--- config.mk ---
export PLATFORM = sky130hd
export DESIGN_NAME = nnps_ram
export DESIGN_NICKNAME = d
export VERILOG_FILES = /design/src/nnps_ram.sv
export SDC_FILE = /design/constraint.sdc
export NUM_CORES = 2
export LEC_CHECK = 0
export BUFFER_PORTS_ARGS = -buffer_cell sky130_fd_sc_hd__buf_2
export CAP_MARGIN = 20
export CORE_AREA = 5 5 530 532
export DETAILED_ROUTE_END_ITERATION = 8
export DIE_AREA = 0 0 535 537
export PLACE_DENSITY_LB_ADDON = 0.25
export SYNTH_ARGS = -nofsm -noshare
export SYNTH_HDL_FRONTEND = slang
export SYNTH_MEMORY_MAX_BITS = 65536
export SYNTH_SLANG_ARGS = --single-unit
--- constraint.sdc ---
create_clock -name clk -period 7.6 [get_ports clk]
set_input_delay 1.14 -clock clk [delete_from_list [all_inputs] [get_ports clk]]
set_output_delay 1.14 -clock clk [all_outputs]
set_load 0.005 [all_outputs]
--- src/nnps_ram.sv ---
module nnps_ram #(
    parameter int WIDTH = 18,
    parameter int DEPTH = 256
) (
    input  logic                     clk,
    input  logic                     we,
    input  logic [$clog2(DEPTH)-1:0] waddr,
    input  logic [WIDTH-1:0]         wdata,
    input  logic [$clog2(DEPTH)-1:0] raddr,
    output logic [WIDTH-1:0]         rdata
);
    logic [WIDTH-1:0] mem [DEPTH];

    always_ff @(posedge clk)
    begin
        if (we)
        begin
            mem[waddr] <= wdata;
        end
        rdata <= mem[raddr];
    end
endmodule

==> results.toml <==
[logic_synthesis]
synth_top_family_by_area = "multiplexers"
yosys_register_bits = 4626
yosys.area_share.simple = 0.0166
synth_xor_area_frac = 0
synth_edf_count = 4608
syn_area_mm2 = 0.178
syn_inst = 8281
yosys.area.top_type_share = 0.776
ys_warn_count = 0
synthAdderAreaFrac = 0
ys_seq_area_frac = 0.778
syn_nets = 8317
synth_top_area_cell = "edfxtp_1"
synthTopCellsByCount = "edfxtp_1, mux4_2, mux2i_1, o221ai_1, nor2_1"
ys_async_sr_fraction = 0
synth_top_flop_cell = "edfxtp_1"
synth.distinct_cells = 41
synthMuxAreaShare = 0.154
synth_compound_area_frac = 0.0341
yosysMostFrequentCell = "edfxtp_1"
synth_area_leaders = "edfxtp_1, mux4_2, mux2i_1, o221ai_1, o22ai_1"
avgSynthCellArea_um2 = 21.5

[floorplan]
fp.dieW_um = 535
start_util = 0.647
pin_count = 54
fp-row-count = 193
core-area_mm2 = 0.276
die_h_um = 537
die-area_mm2 = 0.287

[clock_tree]
cts_resized = 0
htree_num_levels = 5
cts_tree = "yes"
cts_setup_buffers = 0
worstSkewPairLatency_ns = 0.99
cts_buffers = 445
clkSlewWorstSetupHoldPaths_ns = 0.06
clockBufferDepth = 4
clock-root-buffer = "clkbuf_16"
holdBufCountCts = 0
clock_sinks = 4626

[power_and_ir_drop]
power_uw = 52600
p_int_uw = 41300
p_seq_frac = 0.536
p_leak_uw = 0.0634
clock_power_share = 0.414
p_sw_frac = 0.214
switching_power_uw = 11300
irDropWorstVdd_v = 0.000314
combinationalPowerShare = 0.050
powerDensity_mw_per_mm2 = 264

[worst_setup_path]
critPathMaxFanout = 93
arrival_ns = 5.39
crit_type = "input port to flip-flop"
cp-start-kind = "input port"
cp-end-kind = "flip-flop"
worstPathRequired_ns = 8.44

[detailed_routing]
highest-signal-layer = "met5"
wire_per_inst_um = 37.0
drc = 1
drt-met1-wl_um = 162000
vias = 91600
ant_nets = 0
drt_iter0_drc = 14900
via_per_inst = 7.16
drtPass1Iterations = 9
met3_length_um = 64500
wl_met2_um = 220000
wl_um = 473000

[placement]
dp_cells = 11900
place.gp.congestion = 0.936
port_buffers = 53
dpl_cell_area_mm2 = 0.185
hpwl_um = 268000

[layout]
fillers = 15100
final_net_count = 8735
drive_above_1_share = 0.237
final-seq-area_mm2 = 0.139
design_area_mm2 = 0.199
post-route-util = 0.723
area_growth_pct = 11.8
final_cell_count_no_fill = 12800
multi_input_area_mm2 = 0.0369

[sta]
finalSetupViolCount = 0
finalSetupTns_ns = 0
period_minus_slack_ns = 4.56
finalHoldViolCount = 0
fin_worst_skew_ns = 0.0797
fin_crit_sh = 0.600
fmax_mhz = 219
final_max_slew_viol_count = 0
timing.slew.headroom = 0.147
worst_pin_slew_ns = 1.28
rsz0062_at_grt = "no"

[outcome]
outcome = "finished with violations"
violations = "DRC"

[worst_hold_path]
hold_class = "input port to flip-flop"

[grt]
grt_pass1_wl_um = 672000
grt_usage = 0.331
grt_max_degree = 177
grt_antenna_before_repair = 33
overflow = 0
grt_pass1_vias = 90000

[job]
maxCapViolations = 0
## critical path: stages
cell	delay [ns]
buf_12	0.55
buf_12	0.55
mux2i_1	0.19
o221ai_1	0.36
o22ai_1	0.13
a21oi_1	0.71
nand4_1	0.86
nor4_2	0.43
## registers in the layout, summed over array words and instances, names as in the netlist
| register | flops |
|---|---|
| rdata | 18 |
| mem | 4608 |
## path summary, 6_finish.rpt
check,from,end,slack (ns),depth (start not counted)
hold reg to reg,mem[104][8],rdata[8],0.94,6
hold / removal,wdata[14],mem[144][14],0.62,1
setup / recovery,raddr[0],rdata[2],3.04,8
setup reg to reg,mem[54][6],rdata[6],4.58,5
## power groups by stage
stage	clock, uW	combinational [uW]	sequential (uW)
2_1_floorplan	0	1400	28700
3_3_place_gp	0	2470	28700
3_5_place_dp	0	2540	28700
4_1_cts	21900	2560	28200
5_1_grt	23100	2700	28200
6_report	21800	2600	28200
## per-layer routing
layer / GRT usage / vias to the layer above
met4: 0.154 / 4
met1: 0.466 / 47100
li1: - / 36000
met3: 0.0844 / 1145
met2: 0.499 / 7355
met5: 0 / -
## final cells by class
type / count / area share
sequential: 4626 / 0.696
multi-input combinational: 3155 / 0.185
clock buffer: 532 / 0.0578
tap: 3705 / 0.0233
timing repair buffer: 467 / 0.0232
clock inverter: 282 / 0.0139
antenna: 29 / 0.000364
inverter: 4 / 0.000138
## cell usage in the layout, fill, tap and decap left out, types with 45 or more instances in the layout
cell type,synthesis,final
edfxtp_1,4608,4608
mux4_2,864,864
mux2i_1,792,792
clkbuf_16,0,447
buf_4,33,333
o221ai_1,317,317
o22ai_1,238,238
a21oi_1,190,190
nor2_2,0,160
nor3_1,159,158
nor2_1,290,128
clkinv_1,1,113
clkinv_2,0,87
clkbuf_1,228,84
nand2_1,81,81
a22oi_1,51,51
bufinv_16,0,45
## kinds of logic (layout without fill, tap and decap cells)
| family | count (synthesis) | in the layout |
|---|---|---|
| buffers and inverters | 500 | 1285 |
| multiplexers | 1656 | 1656 |
| flip-flops | 4626 | 4626 |
| other | 0 | 29 |
| AO/OA/AOI/OAI | 862 | 862 |
| AND/OR/NAND/NOR | 637 | 637 |
## stage by stage
step           hold WS, ns  worst slack (ns)
3_5_place_dp         0.940              2.31
5_1_grt              0.651              3.04
4_1_cts              0.614              3.32
6_report             0.620              3.04
3_3_place_gp         0.942              1.90
2_1_floorplan        0.863              4.21
Power figures use the tool's default switching activity.
